$ cat src/rtl/core/tr_mac_pkg.sv
package tr_mac_pkg;

  localparam int unsigned DEFAULT_TABLE_DEPTH = 16;

  localparam int unsigned ROUND_W = 16;
  localparam int unsigned ADDR_W  = 8;
  localparam int unsigned PRIO_W  = 3;
  localparam int unsigned TYPE_W  = 2;

  // one table entry: {prio, dst, round}
  localparam int unsigned ENTRY_W = ROUND_W + ADDR_W + PRIO_W;

  localparam logic [TYPE_W-1:0] FRAME_TOKEN = 2'd0;
  localparam logic [TYPE_W-1:0] FRAME_DATA  = 2'd1;
  localparam logic [TYPE_W-1:0] FRAME_ACK   = 2'd2;
  localparam logic [TYPE_W-1:0] FRAME_RSVD  = 2'd3;

  localparam logic CMD_ADD   = 1'b0;
  localparam logic CMD_FRAME = 1'b1;

  typedef struct packed {
    logic capture;
    logic scan_en;
    logic shift_init;
    logic shift_en;
    logic commit;
  } ctl_cmd_t;

  typedef struct packed {
    logic is_add;
    logic scan_done;
    logic send;
    logic shift_done;
    logic out_free;
  } ctl_sts_t;

endpackage

$ cat src/rtl/core/tr_mac_ram.sv
module tr_mac_ram #(
  parameter int unsigned WIDTH = 8,
  parameter int unsigned DEPTH = 16
) (
  input  logic                     clk_i,
  input  logic                     we_i,
  input  logic [$clog2(DEPTH)-1:0] waddr_i,
  input  logic [WIDTH-1:0]         wdata_i,
  input  logic [$clog2(DEPTH)-1:0] raddr_i,
  output logic [WIDTH-1:0]         rdata_o
);

  logic [WIDTH-1:0] mem_q [DEPTH];
  logic [WIDTH-1:0] rdata_q;

  always_ff @(posedge clk_i) begin
    if (we_i) begin
      mem_q[waddr_i] <= wdata_i;
    end
    rdata_q <= mem_q[raddr_i];
  end

  assign rdata_o = rdata_q;

endmodule

$ cat src/rtl/core/tr_mac_ctrl.sv
module tr_mac_ctrl (
  input  logic                 clk_i,
  input  logic                 rst_ni,
  input  logic                 in_valid_i,
  output logic                 in_ready_o,
  input  tr_mac_pkg::ctl_sts_t sts_i,
  output tr_mac_pkg::ctl_cmd_t cmd_o
);
  import tr_mac_pkg::*;

  localparam logic [2:0] ST_IDLE   = 3'd0;
  localparam logic [2:0] ST_SCAN   = 3'd1;
  localparam logic [2:0] ST_DECIDE = 3'd2;
  localparam logic [2:0] ST_SHIFT  = 3'd3;
  localparam logic [2:0] ST_RESULT = 3'd4;

  logic [2:0] state_q, state_d;

  always_comb begin
    state_d = state_q;
    cmd_o   = '0;
    case (state_q)
      ST_IDLE: begin
        cmd_o.capture = in_valid_i;
        if (in_valid_i) begin
          state_d = ST_SCAN;
        end
      end
      ST_SCAN: begin
        cmd_o.scan_en = 1'b1;
        if (sts_i.is_add || sts_i.scan_done) begin
          state_d = ST_DECIDE;
        end
      end
      ST_DECIDE: begin
        cmd_o.shift_init = 1'b1;
        state_d = sts_i.send ? ST_SHIFT : ST_RESULT;
      end
      ST_SHIFT: begin
        cmd_o.shift_en = 1'b1;
        if (sts_i.shift_done) begin
          state_d = ST_RESULT;
        end
      end
      ST_RESULT: begin
        if (sts_i.out_free) begin
          cmd_o.commit = 1'b1;
          state_d      = ST_IDLE;
        end
      end
      default: begin
        state_d = ST_IDLE;
      end
    endcase
  end

  assign in_ready_o = (state_q == ST_IDLE);

  always_ff @(posedge clk_i or negedge rst_ni) begin
    if (!rst_ni) begin
      state_q <= ST_IDLE;
    end else begin
      state_q <= state_d;
    end
  end

endmodule

$ cat src/rtl/core/tr_mac_dp.sv
module tr_mac_dp #(
  parameter int unsigned TABLE_DEPTH = tr_mac_pkg::DEFAULT_TABLE_DEPTH
) (
  input  logic                 clk_i,
  input  logic                 rst_ni,
  input  tr_mac_pkg::ctl_cmd_t cmd_i,
  output tr_mac_pkg::ctl_sts_t sts_o,
  input  logic                 cfg_valid_i,
  input  logic [7:0]           cfg_data_i,
  input  logic [2:0]           s_axis_tuser,
  input  logic [47:0]          s_axis_tdata,
  output logic                 m_axis_tvalid,
  input  logic                 m_axis_tready,
  output logic [1:0]           m_axis_tuser,
  output logic [23:0]          m_axis_tdata
);
  import tr_mac_pkg::*;

  localparam int unsigned AW = $clog2(TABLE_DEPTH);
  localparam int unsigned CW = $clog2(TABLE_DEPTH + 1);

  // captured request
  logic                it_cmd_q;
  logic [ROUND_W-1:0]  it_round_q;
  logic [ADDR_W-1:0]   it_rdst_q;
  logic [PRIO_W-1:0]   it_rprio_q;
  logic [TYPE_W-1:0]   it_ftype_q;
  logic [PRIO_W-1:0]   it_fprio_q;
  logic [ADDR_W-1:0]   it_fsrc_q;
  logic [ADDR_W-1:0]   it_fdst_q;

  logic [ADDR_W-1:0]   station_id_q;
  logic [CW-1:0]       cnt_q;
  logic [ROUND_W-1:0]  frame_count_q;
  logic                saved_valid_q;
  logic [PRIO_W-1:0]   saved_prio_q;

  // scan pipeline and best candidate
  logic [CW-1:0]       idx_q;
  logic                pv_q;
  logic [AW-1:0]       pidx_q;
  logic                found_q;
  logic [AW-1:0]       best_idx_q;
  logic [ROUND_W-1:0]  best_round_q;
  logic [ADDR_W-1:0]   best_dst_q;
  logic [PRIO_W-1:0]   best_prio_q;

  // compaction pipeline
  logic [CW-1:0]       sidx_q;
  logic                wpend_q;
  logic [AW-1:0]       waddr_q;

  // result register
  logic                out_valid_q;
  logic [TYPE_W-1:0]   out_type_q;
  logic [PRIO_W-1:0]   out_prio_q;
  logic [ADDR_W-1:0]   out_src_q;
  logic [ADDR_W-1:0]   out_dst_q;
  logic                out_sent_q;
  logic                out_done_q;
  logic                out_acc_q;

  logic                scan_issue;
  logic [CW-1:0]       sidx_nxt;
  logic                shift_issue;
  logic                full;
  logic [AW-1:0]       raddr;
  logic                ram_we;
  logic [AW-1:0]       ram_waddr;
  logic [ENTRY_W-1:0]  ram_wdata;
  logic [ENTRY_W-1:0]  ram_rdata;
  logic [ROUND_W-1:0]  rd_round;
  logic [ADDR_W-1:0]   rd_dst;
  logic [PRIO_W-1:0]   rd_prio;
  logic                better;

  logic [TYPE_W-1:0]   ftype_eff;
  logic                send;
  logic                reserve;
  logic [TYPE_W-1:0]   res_type;
  logic [PRIO_W-1:0]   res_prio;
  logic [ADDR_W-1:0]   res_src;
  logic [ADDR_W-1:0]   res_dst;
  logic                res_done;
  logic                saved_valid_d;
  logic [PRIO_W-1:0]   saved_prio_d;

  assign full        = (cnt_q == CW'(TABLE_DEPTH));
  assign scan_issue  = (idx_q < cnt_q);
  assign sidx_nxt    = sidx_q + CW'(1);
  assign shift_issue = (sidx_nxt < cnt_q);
  assign raddr       = cmd_i.shift_en ? sidx_nxt[AW-1:0] : idx_q[AW-1:0];

  assign rd_round = ram_rdata[ROUND_W-1:0];
  assign rd_dst   = ram_rdata[ROUND_W +: ADDR_W];
  assign rd_prio  = ram_rdata[ROUND_W+ADDR_W +: PRIO_W];
  // strict less keeps the earliest inserted among equal rounds
  assign better   = (rd_round <= frame_count_q) && (!found_q || (rd_round < best_round_q));

  always_comb begin
    if (wpend_q) begin
      ram_we    = 1'b1;
      ram_waddr = waddr_q;
      ram_wdata = ram_rdata;
    end else begin
      ram_we    = cmd_i.commit && (it_cmd_q == CMD_ADD) && !full;
      ram_waddr = cnt_q[AW-1:0];
      ram_wdata = {it_rprio_q, it_rdst_q, it_round_q};
    end
  end

  tr_mac_ram #(
    .WIDTH (ENTRY_W),
    .DEPTH (TABLE_DEPTH)
  ) u_table (
    .clk_i   (clk_i),
    .we_i    (ram_we),
    .waddr_i (ram_waddr),
    .wdata_i (ram_wdata),
    .raddr_i (raddr),
    .rdata_o (ram_rdata)
  );

  // frame handling
  always_comb begin
    ftype_eff     = (it_ftype_q == FRAME_RSVD) ? FRAME_ACK : it_ftype_q;
    send          = 1'b0;
    reserve       = 1'b0;
    res_type      = ftype_eff;
    res_prio      = it_fprio_q;
    res_src       = it_fsrc_q;
    res_dst       = it_fdst_q;
    res_done      = 1'b0;
    saved_valid_d = saved_valid_q;
    saved_prio_d  = saved_prio_q;
    if (ftype_eff == FRAME_TOKEN) begin
      if (found_q && (best_prio_q >= it_fprio_q)) begin
        send     = 1'b1;
        res_type = FRAME_DATA;
        res_src  = station_id_q;
        res_dst  = best_dst_q;
        if (saved_valid_q) begin
          res_prio      = saved_prio_q;
          saved_valid_d = 1'b0;
        end
      end
    end else begin
      reserve = found_q && (best_prio_q > it_fprio_q);
      if (it_fdst_q == station_id_q) begin
        res_dst = it_fsrc_q;
        res_src = station_id_q;
        if (ftype_eff == FRAME_DATA) begin
          res_type = FRAME_ACK;
        end else begin
          res_type = FRAME_TOKEN;
          res_done = 1'b1;
          reserve  = 1'b0;
        end
      end
      if (reserve) begin
        saved_prio_d  = it_fprio_q;
        saved_valid_d = 1'b1;
        res_prio      = best_prio_q;
      end
    end
  end

  assign sts_o.is_add     = (it_cmd_q == CMD_ADD);
  assign sts_o.scan_done  = !scan_issue && !pv_q;
  assign sts_o.send       = (it_cmd_q == CMD_FRAME) && send;
  assign sts_o.shift_done = !shift_issue && !wpend_q;
  assign sts_o.out_free   = !out_valid_q || m_axis_tready;

  always_ff @(posedge clk_i) begin
    if (cmd_i.capture) begin
      it_cmd_q   <= s_axis_tuser[0];
      it_ftype_q <= s_axis_tuser[2:1];
      it_round_q <= s_axis_tdata[15:0];
      it_rdst_q  <= s_axis_tdata[23:16];
      it_rprio_q <= s_axis_tdata[26:24];
      it_fprio_q <= s_axis_tdata[29:27];
      it_fsrc_q  <= s_axis_tdata[37:30];
      it_fdst_q  <= s_axis_tdata[45:38];
    end
    if (cmd_i.scan_en) begin
      pidx_q <= idx_q[AW-1:0];
    end
    if (pv_q && better) begin
      best_idx_q   <= pidx_q;
      best_round_q <= rd_round;
      best_dst_q   <= rd_dst;
      best_prio_q  <= rd_prio;
    end
    if (cmd_i.shift_en) begin
      waddr_q <= sidx_q[AW-1:0];
    end
    if (cmd_i.commit) begin
      out_type_q <= (it_cmd_q == CMD_ADD) ? FRAME_TOKEN : res_type;
      out_prio_q <= (it_cmd_q == CMD_ADD) ? '0 : res_prio;
      out_src_q  <= (it_cmd_q == CMD_ADD) ? '0 : res_src;
      out_dst_q  <= (it_cmd_q == CMD_ADD) ? '0 : res_dst;
      out_sent_q <= sts_o.send;
      out_done_q <= (it_cmd_q == CMD_FRAME) && res_done;
      out_acc_q  <= (it_cmd_q == CMD_ADD) && !full;
    end
  end

  always_ff @(posedge clk_i or negedge rst_ni) begin
    if (!rst_ni) begin
      station_id_q  <= '0;
      cnt_q         <= '0;
      frame_count_q <= '0;
      saved_valid_q <= 1'b0;
      saved_prio_q  <= '0;
      idx_q         <= '0;
      pv_q          <= 1'b0;
      found_q       <= 1'b0;
      sidx_q        <= '0;
      wpend_q       <= 1'b0;
      out_valid_q   <= 1'b0;
    end else begin
      if (cfg_valid_i) begin
        station_id_q <= cfg_data_i;
      end
      if (cmd_i.capture) begin
        idx_q   <= '0;
        found_q <= 1'b0;
      end else if (cmd_i.scan_en && scan_issue) begin
        idx_q <= idx_q + CW'(1);
      end
      pv_q <= cmd_i.scan_en && scan_issue;
      if (pv_q && better) begin
        found_q <= 1'b1;
      end
      if (cmd_i.shift_init) begin
        sidx_q <= CW'(best_idx_q);
      end else if (cmd_i.shift_en && shift_issue) begin
        sidx_q <= sidx_nxt;
      end
      wpend_q <= cmd_i.shift_en && shift_issue;
      if (cmd_i.commit) begin
        out_valid_q <= 1'b1;
        if (it_cmd_q == CMD_ADD) begin
          if (!full) begin
            cnt_q <= cnt_q + CW'(1);
          end
        end else begin
          frame_count_q <= frame_count_q + ROUND_W'(1);
          saved_valid_q <= saved_valid_d;
          saved_prio_q  <= saved_prio_d;
          if (send) begin
            cnt_q <= cnt_q - CW'(1);
          end
        end
      end else if (m_axis_tready) begin
        out_valid_q <= 1'b0;
      end
    end
  end

  assign m_axis_tvalid = out_valid_q;
  assign m_axis_tuser  = out_type_q;
  assign m_axis_tdata  = {2'b00, out_acc_q, out_done_q, out_sent_q,
                          out_dst_q, out_src_q, out_prio_q};

endmodule

$ cat src/rtl/core/token_ring_station_priority_mac.sv
// Priority-reservation MAC of one token ring station. A request on the slave
// stream either queues a pending send (tuser bit 0 low) or hands over one frame
// from upstream (tuser bit 0 high); each request gives exactly one result on the
// master stream, which holds in its output register while the next request is
// taken. Requests are handled one at a time. Pending sends live in a memory kept
// in arrival order, and every table access goes through its single read port:
// queueing skips the scan, a frame scans every pending entry in order, and a
// frame that launches entry k (from 0) then moves each later entry down one
// place to close the gap in the table. A result not yet taken on the master
// stream holds the next request in its last cycle until the output register
// frees. The station address is written on the cfg channel; the user must do so
// only while the block is idle, which the block itself does not enforce, and it
// is accepted in any cycle.
module token_ring_station_priority_mac #(
  parameter int unsigned TABLE_DEPTH = tr_mac_pkg::DEFAULT_TABLE_DEPTH
) (
  input  logic        clk_i,
  input  logic        rst_ni,
  input  logic        cfg_valid_i,
  output logic        cfg_ready_o,
  input  logic [7:0]  cfg_data_i,     // station_id
  input  logic        s_axis_tvalid,
  output logic        s_axis_tready,
  input  logic [2:0]  s_axis_tuser,   // cmd, frame_type[1:0]
  // req_round[15:0], req_dst[7:0], req_prio[2:0], frame_prio[2:0],
  // frame_src[7:0], frame_dst[7:0], zero pad[1:0]
  input  logic [47:0] s_axis_tdata,
  output logic        m_axis_tvalid,
  input  logic        m_axis_tready,
  output logic [1:0]  m_axis_tuser,   // out_type[1:0]
  // out_prio[2:0], out_src[7:0], out_dst[7:0], sent_request, exchange_done,
  // accepted, zero pad[1:0]
  output logic [23:0] m_axis_tdata
);
  import tr_mac_pkg::*;

  ctl_cmd_t ctl_cmd;
  ctl_sts_t ctl_sts;

  assign cfg_ready_o = 1'b1;

  tr_mac_ctrl u_ctrl (
    .clk_i      (clk_i),
    .rst_ni     (rst_ni),
    .in_valid_i (s_axis_tvalid),
    .in_ready_o (s_axis_tready),
    .sts_i      (ctl_sts),
    .cmd_o      (ctl_cmd)
  );

  tr_mac_dp #(
    .TABLE_DEPTH (TABLE_DEPTH)
  ) u_dp (
    .clk_i         (clk_i),
    .rst_ni        (rst_ni),
    .cmd_i         (ctl_cmd),
    .sts_o         (ctl_sts),
    .cfg_valid_i   (cfg_valid_i),
    .cfg_data_i    (cfg_data_i),
    .s_axis_tuser  (s_axis_tuser),
    .s_axis_tdata  (s_axis_tdata),
    .m_axis_tvalid (m_axis_tvalid),
    .m_axis_tready (m_axis_tready),
    .m_axis_tuser  (m_axis_tuser),
    .m_axis_tdata  (m_axis_tdata)
  );

`ifndef SYNTHESIS
  a_busy_after_accept: assert property (@(posedge clk_i) disable iff (!rst_ni)
    (s_axis_tvalid && s_axis_tready) |=> !s_axis_tready)
    else $error("request taken while another is in work");

  a_result_from_commit: assert property (@(posedge clk_i) disable iff (!rst_ni)
    $rose(m_axis_tvalid) |-> $past(ctl_cmd.commit))
    else $error("result shown without a commit");

  a_flags_exclusive: assert property (@(posedge clk_i) disable iff (!rst_ni)
    m_axis_tvalid |-> ($countones(m_axis_tdata[21:19]) <= 1))
    else $error("more than one outcome flag set");

  a_add_result_shape: assert property (@(posedge clk_i) disable iff (!rst_ni)
    (m_axis_tvalid && m_axis_tdata[21]) |-> (m_axis_tuser == FRAME_TOKEN))
    else $error("queued send reported with a frame");
`endif

endmodule

$ cat config.mk
export PLATFORM = sky130hd
export DESIGN_NAME = token_ring_station_priority_mac
export DESIGN_NICKNAME = d
export VERILOG_FILES = /design/src/rtl/core/tr_mac_pkg.sv /design/src/rtl/core/tr_mac_ram.sv /design/src/rtl/core/tr_mac_ctrl.sv /design/src/rtl/core/tr_mac_dp.sv /design/src/rtl/core/token_ring_station_priority_mac.sv
export SDC_FILE = /design/constraint.sdc
export NUM_CORES = 1
export LEC_CHECK = 0
export BUFFER_PORTS_ARGS = -buffer_cell sky130_fd_sc_hd__buf_4
export CAP_MARGIN = 20
export CORE_AREA = 2 2 207 209
export CTS_CLUSTER_SIZE = 24
export DETAILED_ROUTE_END_ITERATION = 10
export DIE_AREA = 0 0 209 211
export GPL_TIMING_DRIVEN = 0
export PLACE_DENSITY_LB_ADDON = 0.12
export SETUP_SLACK_MARGIN = 0.02
export SLEW_MARGIN = 30
export SYNTH_ARGS = -nofsm -noshare
export SYNTH_HDL_FRONTEND = slang
export SYNTH_HIERARCHICAL = 1
export SYNTH_SLANG_ARGS = --single-unit
$ cat constraint.sdc
create_clock -name clk_i -period 12.58 [get_ports clk_i]
set_input_delay 1.258 -clock clk_i [delete_from_list [all_inputs] [get_ports clk_i]]
set_output_delay 1.258 -clock clk_i [all_outputs]
set_load 0.02 [all_outputs]
==> results of run 1 <==
## Yosys cell counts (all sizes together), types with 2 or more instances
cell    count
xor2        2
nor3       10
o21a        2
and4        2
edfxtp    544
nor3b       5
a21oi      51
nor4        5
a21boi      3
inv        48
nand4       7
xnor2      32
or3b        2
nand2b      7
or3         3
nand2      64
nand3b      2
ha         48
nor2b       7
conb        2
nand3      36
mux4      108
a221o       2
or2         4
dfrtp      50
a21o        7
o21ai      37
a211oi      5
dfxtp      27
and2       11
mux2i       2
a22oi      63
nor2       40
mux2       39
buf        39
a211o       3
and3        4
o211ai      4
clkbuf     18
## kinds of logic after synthesis
| kind of cell | after synthesis | share of synthesized area |
|---|---|---|
| compound gates | 189 | 0.0550 |
| xor+xnor | 34 | 0.0119 |
| fa+ha+maj | 49 | 0.0249 |
| buf+inv | 105 | 0.0207 |
| flops | 621 | 0.727 |
| mux | 149 | 0.116 |
| other cells | 2 | 0.000301 |
| simple gates | 211 | 0.0438 |
## layer usage
layer | part of all wire | up-vias | routed length [um]
met2 | 0.46 | 593 | 25500
met5 | 0 | - | 0
met3 | 0.091 | 91 | 4970
met4 | 0.025 | 0 | 1400
met1 | 0.42 | 6874 | 23000
li1 | - | 5766 | -
## metrics by stage
stage / power [mW] / cells / setup slack, ps / util / hold slack (ps)
after floorplan: 4.54 / 1361 / 6020 / - / 400
after global placement: 5.18 / 1986 / 2670 / 0.629 / 403
after detailed placement: 5.30 / 2021 / 8220 / 0.644 / 406
after CTS: 7.00 / 2130 / 8740 / 0.689 / 421
after global routing: 7.31 / 2130 / 8580 / 0.689 / 431
final: 6.97 / 2130 / 8790 / 0.689 / 418
## registers in the layout, indices dropped and copies added (netlist names), 16 cells and up
name and count:
u_dp/u_table/mem_q 432, u_dp/u_table/rdata_o 27, u_dp/best_round_q 16, u_dp/frame_count_q 16, u_dp/it_round_q 16
## final cells by class
| class | count | area share |
|---|---|---|
| Sequential cell | 621 | 0.630 |
| Multi-Input combinational cell | 635 | 0.223 |
| Clock buffer | 82 | 0.0550 |
| Timing Repair Buffer | 121 | 0.0410 |
| Tap cell | 539 | 0.0234 |
| Buffer | 57 | 0.0118 |
| Clock inverter | 27 | 0.00935 |
| Inverter | 48 | 0.00626 |
## how the worst max path moves through the flow
stage                  startpoint                         end  slack, ps  cells past startpoint
finish               u_dp/wpend_q   u_dp/u_table/mem_q[4][11]       8790                      8
global route         u_dp/wpend_q   u_dp/u_table/mem_q[4][11]       8580                      8
CTS                  u_dp/wpend_q  u_dp/u_table/mem_q[10][23]       8740                      6
detailed placement  m_axis_tready   u_dp/u_table/mem_q[4][12]       8220                     12
global placement    m_axis_tready   u_dp/u_table/mem_q[12][9]       2670                      8
floorplan           m_axis_tready    u_dp/u_table/mem_q[0][0]       6020                      7
## power breakdown
| part | internal, mW | total (mW) | switching, mW |
|---|---|---|---|
| Clock | 0.945 | 1.69 | 0.743 |
| Combinational | 0.974 | 2.34 | 1.37 |
| Sequential | 2.75 | 2.94 | 0.188 |
| Total | 4.67 | 6.97 | 2.30 |
==> flow_summary.toml, run 1 <==
[status]
status = "finished, final reports clean"

[worst_setup_path]
crit_family = "buffers and inverters"
crit_type = "flop to flop"
critPathCaptureType = "flop"
start_kind = "flop"
cp_cell_sequence = "clkbuf_1 -> clkbuf_1 -> o21ai_0 -> nand3b_1 -> nor3_2 -> buf_6 -> buf_6 -> buf_4"
rr_worst_depth = 8
rrSetupSlack_ps = 8790
arrival_ps = 4120
timing.rr.start = "u_dp/wpend_q"
max_stage_delay_ps = 780
critical_path.slowest_cell = "nor3_2"
cp.required_ps = 12910
path_max_fanout = 10
critical_path_buf_inv_count = 5
r2r_end = "u_dp/u_table/mem_q[4][11]"

[cells_and_area]
layout_commonest_cell = "edfxtp_1"
final_area_um2 = 28800
area_delta_synth_final_pct = 15.4
multi_input_area_um2 = 6410
regArea_um2 = 18100
fillers = 2644
diodes = 0
nets = 1655
layout_common_cells = "544 x edfxtp_1, 114 x buf_4, 108 x mux4_2, 64 x nand2_1, 59 x clkbuf_16"
layout-drive-gt1-share = 0.282

[timing]
fin_crit_ps = 3790
fin_crit_sh = 0.301
finClkSkew_ps = 22.3
finalSetupViolations = 0
rsz0062_at_grt = "false"
hold_violations = 0
slew_violations = 0
tightest_slew_ps = 949
slew_headroom = 0.367
timing.fmax_ghz = 0.264
tns_ps = 0

[synthesis]
syn_inst = 1360
yosysSeqAreaShare = 0.727
async_reset_ff_frac = 0.0805
synth_top_flop_cell = "edfxtp_1"
syn_avg_cell_area_um2 = 18.3
synth_area_leader_cell = "edfxtp_1"
synth-seq-cells = 621
synth_top_area_share = 0.655
yosysWarningCount = 6
synth_edf_count = 544
ys_types = 82
synth.cell_area_um2 = 24900
synth_area_leaders = "edfxtp_1 66%, mux4_2 9.8%, dfrtp_1 5.0%"

[cts]
cts_resized = 0
worstSkewPairLatency_ps = 630
cts_buffers = 58
root_buffer = "clkbuf_16"
cts_max_level = 2
clk_pin_slew_ps = 60
cts_num_sinks = 621
cts.path.max_buffers = 3
post_cts_buffers = 0
cts-hold-fix-buffers = 0
cts_tree = "done"

[placement]
globalplace.congestion = 0.876
io_buffers = 86
detailed_place.area_um2 = 26900
dpl.hpwl_um = 35200

[pwr]
power.leakage_nw = 9.95
irDropWorstVdd_mv = 0.149
p_per_area_nw_per_um2 = 242

[global_route]
grt_pass1_vias = 13200
grt.busiest_layer = "met2"
antenna_found_initial = 0
grt_usage = 0.255
grt_pass1_wl_um = 82100
gr-total-overflow = 0
groute.layer.met3.usage = 0.0538
grtUsageMet2 = 0.392
grt_max_degree = 51
use_met1 = 0.376

[die]
dieArea_um2 = 44100
std_cell_rows = 75
die_x_um = 209
start_util = 0.597
core_area_um2 = 41800
pin_count = 93
die_h_um = 211

[flow_run]
maxCapViolations = 0

[min_path]
hold_depth = 0
timing.hold.worst.start = "u_dp/pidx_q[1]"
hold_end = "u_dp/best_idx_q[1]"
hp-class = "flop to flop"

[drt]
wl_per_cell_um = 25.8
dr.pass1.iters = 5
wirelength_um = 54900
num_vias = 13300
antenna_left = 0
vias_per_cell = 6.26
drc = 0
drt_iter0_drc = 1564
Note: power is estimated with default switching activity, not from simulation.
==> run 2, diff against run 1 <==
==> constraint.sdc (replaced) <==
create_clock -name clk_i -period 3.75 [get_ports clk_i]
set_input_delay 0.375 -clock clk_i [delete_from_list [all_inputs] [get_ports clk_i]]
set_output_delay 0.375 -clock clk_i [all_outputs]
set_load 0.02 [all_outputs]
==> flow_summary.toml, run 2 (synthesis gave the netlist of run 1 again) <==
[status]
status = "finished, final reports clean"

[flow_run]
maxCapViolations = 0

[cts]
cts_max_level = 2
cts_tree = "done"
worstSkewPairLatency_ps = 640
clk_pin_slew_ps = 60
cts.path.max_buffers = 3
cts_num_sinks = 621
root_buffer = "clkbuf_16"
cts_buffers = 59

[die]
start_util = 0.597
die_h_um = 211
core_area_um2 = 41800
die_x_um = 209
dieArea_um2 = 44100
pin_count = 93
std_cell_rows = 75

[pwr]
p_per_area_nw_per_um2 = 800
p_sw_mw = 7.71
power.leakage_nw = 10.2
swShare = 0.327
power_mw = 23.6
clockPowerShare = 0.246
p_seq_frac = 0.418
p_int_mw = 15.9
combPwrFrac = 0.336
irDropWorstVdd_mv = 0.444

[worst_setup_path]
cp_cell_sequence = "clkbuf_1 -> clkbuf_1 -> o21ai_0 -> or3b_2 -> nor3_4 -> buf_6"
path_max_fanout = 10
start_kind = "flop"
crit_type = "flop to flop"
critPathCaptureType = "flop"
critical_path.slowest_cell = "or3b_2"
arrival_ps = 3820
cp.required_ps = 4080
cp_common_cell = "clkbuf_1"
max_stage_delay_ps = 660

[drt]
drc = 0
drt_iter0_drc = 1368
dr.pass1.iters = 5
wl_per_cell_um = 25.1
wirelength_um = 54900
antenna_left = 0
num_vias = 13500
vias_per_cell = 6.16

[global_route]
grt_usage = 0.258
grt_pass1_wl_um = 83300
grt_pass1_vias = 13400
grt_max_degree = 51
antenna_found_initial = 0
gr-total-overflow = 0

[cells_and_area]
fin_util = 0.706
regMostFlops = "u_dp/u_table/mem_q"
nets = 1710
final_area_um2 = 29500
final-instance-count-excl-fill = 2187
layout_common_cells = "544 x edfxtp_1, 108 x mux4_2, 97 x buf_4, 64 x nand2_1, 59 x clkbuf_16"
area_delta_synth_final_pct = 18.3
largest_reg_flops = 432
layout-drive-gt1-share = 0.270
layout_commonest_cell = "edfxtp_1"

[timing]
fin_crit_sh = 0.932
fin_crit_ps = 3490
hold_ws_ps = 94.6
setup_ws_ps = 257
finalSetupViolations = 0
slew_violations = 0
hold_violations = 0
timing.fmax_ghz = 0.286
finClkSkew_ps = 33.6
tightest_slew_ps = 1040
rsz0062_at_grt = "false"
slew_headroom = 0.307
tns_ps = 0

[placement]
globalplace.congestion = 0.861
pre_cts_ws_ps = 79.9
io_buffers = 86
dpl.hpwl_um = 35800
detailed_place.area_um2 = 27000
dp_cells = 2016

[min_path]
hp-class = "input pin to flop"
-- run 2: cell count changes in the layout (fill, tap and decap cells not counted), moves of 5 or more --
cell / before / now
nor3_2: 6 / 1
dlygate4sd3_1: 0 / 58
nor3_4: 1 / 6
buf_8: 1 / 9
buf_4: 114 / 97
-- run 2: what timing repair did --
action / in CTS / in global routing
hold buffers: 58 / 0
hold endpoints to repair: 107 / 0
buffers inserted: 0 / 0
resized for setup: 0 / 0
-- run 2: worst paths after layout --
check                                       endpoint            from  slack (ps)  cells after the start
max                        u_dp/u_table/mem_q[0][20]    u_dp/wpend_q         260                      6
min reg2reg                       u_dp/best_idx_q[0]  u_dp/pidx_q[0]         420                      0
min                               u_dp/m_axis_tvalid   m_axis_tready          90                      3
max reg2reg                u_dp/u_table/mem_q[0][20]    u_dp/wpend_q         260                      6
min in group asynchronous     u_dp/frame_count_q[13]          rst_ni         330                      2
max in group asynchronous       u_dp/station_id_q[4]          rst_ni        2950                      2
-- run 2: worst max-delay path, delay by kind of cell (launching register included) --
family	cells	cell delay, ps
buffers and inverters	3	1310
and+or+nand+nor	2	1250
DFF	1	330
AOI/OAI and AO/OA	1	310
-- run 2: cell type report --
cell class	instances	area, um2
fill	2551	12300
inverter	48	180
antenna	1	2.50
buffer	57	337
clock buffer	87	1630
sequential	621	18100
multi-input combinational	635	6450
clock inverter	24	273
timing repair buffer	175	1820
tap	539	674
-- run 2: power by group through the flow --
stage	registers (mW)	clock network, mW	logic [mW]
after global placement	10.0	0	7.41
after floorplan	9.74	0	5.51
after global routing	9.95	6.18	8.63
after detailed placement	9.99	0	7.88
final	9.86	5.80	7.93
after CTS	9.86	5.89	7.97
-- run 2: per-layer routing --
| metal | routed length (um) | vias to the layer above | share of wire | track usage |
|---|---|---|---|---|
| met3 | 3580 | 100 | 0.065 | 0.0357 |
| met2 | 26500 | 497 | 0.48 | 0.416 |
| met5 | 0 | - | 0 | 0 |
| li1 | - | 5892 | - | - |
| met4 | 1270 | 0 | 0.023 | 0.0709 |
| met1 | 23500 | 6974 | 0.43 | 0.376 |
==> run 3, diff against run 2 <==
--- a/config.mk
+++ b/config.mk
@@ -8,6 +8,7 @@
 export BUFFER_PORTS_ARGS = -buffer_cell sky130_fd_sc_hd__buf_4
 export CAP_MARGIN = 20
 export CORE_AREA = 2 2 207 209
+export CTS_BUF_LIST = sky130_fd_sc_hd__clkbuf_8
 export CTS_CLUSTER_SIZE = 24
 export DETAILED_ROUTE_END_ITERATION = 10
 export DIE_AREA = 0 0 209 211
==> flow_summary.toml, run 3 (synthesis gave the netlist of run 1 again) <==
[drt]
antenna_left = 0
num_vias = 13700
wl_per_cell_um = 24.7
wirelength_um = 55600
drc = 0
dr.pass1.iters = 7
drt_iter0_drc = 1432
vias_per_cell = 6.05

[cts]
cts_tree = "done"
worstSkewPairLatency_ps = 690
cts_buffers = 98
cts_max_level = 3
cts_num_sinks = 621
cts.path.max_buffers = 3
root_buffer = "clkbuf_8"
clk_pin_slew_ps = 60

[placement]
globalplace.congestion = 0.861
dpl.hpwl_um = 35800
pre_cts_ws_ps = 79.9
io_buffers = 86
dp_cells = 2016

[timing]
hold_violations = 0
fin_crit_sh = 0.931
tightest_slew_ps = 1040
timing.fmax_ghz = 0.286
setup_ws_ps = 258
fin_crit_ps = 3490
rsz0062_at_grt = "false"
slew_headroom = 0.309
finClkSkew_ps = 42.6
finalSetupViolations = 0
slew_violations = 0

[cells_and_area]
final-instance-count-excl-fill = 2256
area_delta_synth_final_pct = 18.3
layout-drive-gt1-share = 0.285
regMostFlops = "u_dp/u_table/mem_q"
diodes = 0
nets = 1748
largest_reg_flops = 432
layout_commonest_cell = "edfxtp_1"
layout_common_cells = "544 x edfxtp_1, 109 x clkbuf_8, 108 x mux4_2, 97 x buf_4, 94 x inv_1"

[worst_setup_path]
rrSetupSlack_ps = 260
timing.rr.start = "u_dp/wpend_q"
critical_path.slowest_cell = "or3b_2"
critPathCaptureType = "flop"
cp.required_ps = 4130
rr_worst_depth = 6
max_stage_delay_ps = 660
cp_common_cell = "clkbuf_1"
start_kind = "flop"
critical_path.endpoint = "u_dp/u_table/mem_q[0][15]"
cp_cell_sequence = "clkbuf_1 -> clkbuf_1 -> o21ai_0 -> or3b_2 -> nor3_4 -> buf_6"
crit_type = "flop to flop"
r2r_end = "u_dp/u_table/mem_q[0][15]"
worstSetupStartpoint = "u_dp/wpend_q"
arrival_ps = 3870
path_max_fanout = 10

[pwr]
p_sw_mw = 7.86
clockPowerShare = 0.237
p_seq_frac = 0.423
irDropWorstVdd_mv = 0.532
p_per_area_nw_per_um2 = 791
power.leakage_nw = 10.4
swShare = 0.337
combPwrFrac = 0.340
p_int_mw = 15.5

[min_path]
hp-class = "input pin to flop"
hold_depth = 3

[global_route]
antenna_found_initial = 0
grt_pass1_wl_um = 83600
grt_max_degree = 51
grt_pass1_vias = 13800
gr-total-overflow = 0
grt_usage = 0.260

[status]
status = "finished, final reports clean"

[die]
pin_count = 93
core_area_um2 = 41800
std_cell_rows = 75
start_util = 0.597
die_x_um = 209
dieArea_um2 = 44100
die_h_um = 211

[flow_run]
maxCapViolations = 0
-- run 3: cell count changes in the layout (fill, tap and decap cells not counted), sizes merged --
cell,before,now
clkbuf,106,128
diode,1,0
buf,155,154
clkinvlp,2,1
inv,49,100
bufinv,4,3
-- run 3: routing by layer --
metal  vias to the layer above  global-route usage  wire length, um
met3                        93              0.0476             3630
met4                         0              0.0687             1050
li1                       5983                   -                -
met2                       531               0.419            27000
met1                      7046               0.372            24000
met5                         -                   0                0
-- run 3: power groups by stage --
stage,logic [mW],registers (mW),clock network [mW]
2_1_floorplan,5.51,9.74,0
3_3_place_gp,7.41,10.0,0
3_5_place_dp,7.88,9.99,0
4_1_cts,7.96,9.86,5.63
5_1_grt,8.61,9.96,5.93
6_report,7.94,9.87,5.52
-- run 3: layout make-up --
class	instances	area, um2
Buffer	57	338
Clock buffer	109	1500
Clock inverter	73	427
Fill cell	2566	12300
Inverter	48	180
Multi-Input combinational cell	635	6450
Sequential cell	621	18100
Tap cell	539	674
Timing Repair Buffer	174	1810
-- run 3: how the worst min path moves through the flow --
stage / slack (ps) / to / start
after CTS: 20 / u_dp/m_axis_tvalid / m_axis_tready
after global placement: 400 / u_dp/best_idx_q[0] / u_dp/pidx_q[0]
after floorplan: 80 / u_ctrl/state_q[0] / rst_ni
final: 50 / u_dp/m_axis_tvalid / m_axis_tready
after global routing: 80 / u_dp/m_axis_tvalid / m_axis_tready
after detailed placement: 410 / u_dp/best_idx_q[0] / u_dp/pidx_q[0]
-- run 3: critical path: cells and delay by family (launching register included) --
family / cells / cell delay, ps
flops: 1 / 320
simple gates: 2 / 1250
compound gates: 1 / 330
buf+inv: 3 / 1300
-- run 3: through the flow --
stage                     TNS [ps]  area (um2)  utilization  hold slack (ps)  power (mW)
final                            0       29500        0.706             49.3        23.3
after floorplan                  0       25000            -             79.4        15.2
after detailed placement         0       27000        0.646              406        17.9
after global placement     -633210       26300        0.630              402        17.4
after global routing             0       29500        0.706             77.5        24.5
after CTS                        0       29500        0.706             17.3        23.5
-- run 3: repair_timing --
action                    4_1_cts  5_1_grt
hold endpoints to repair      107        0
hold buffers                   58        0
setup buffers                   0        0
resized for setup               0        0
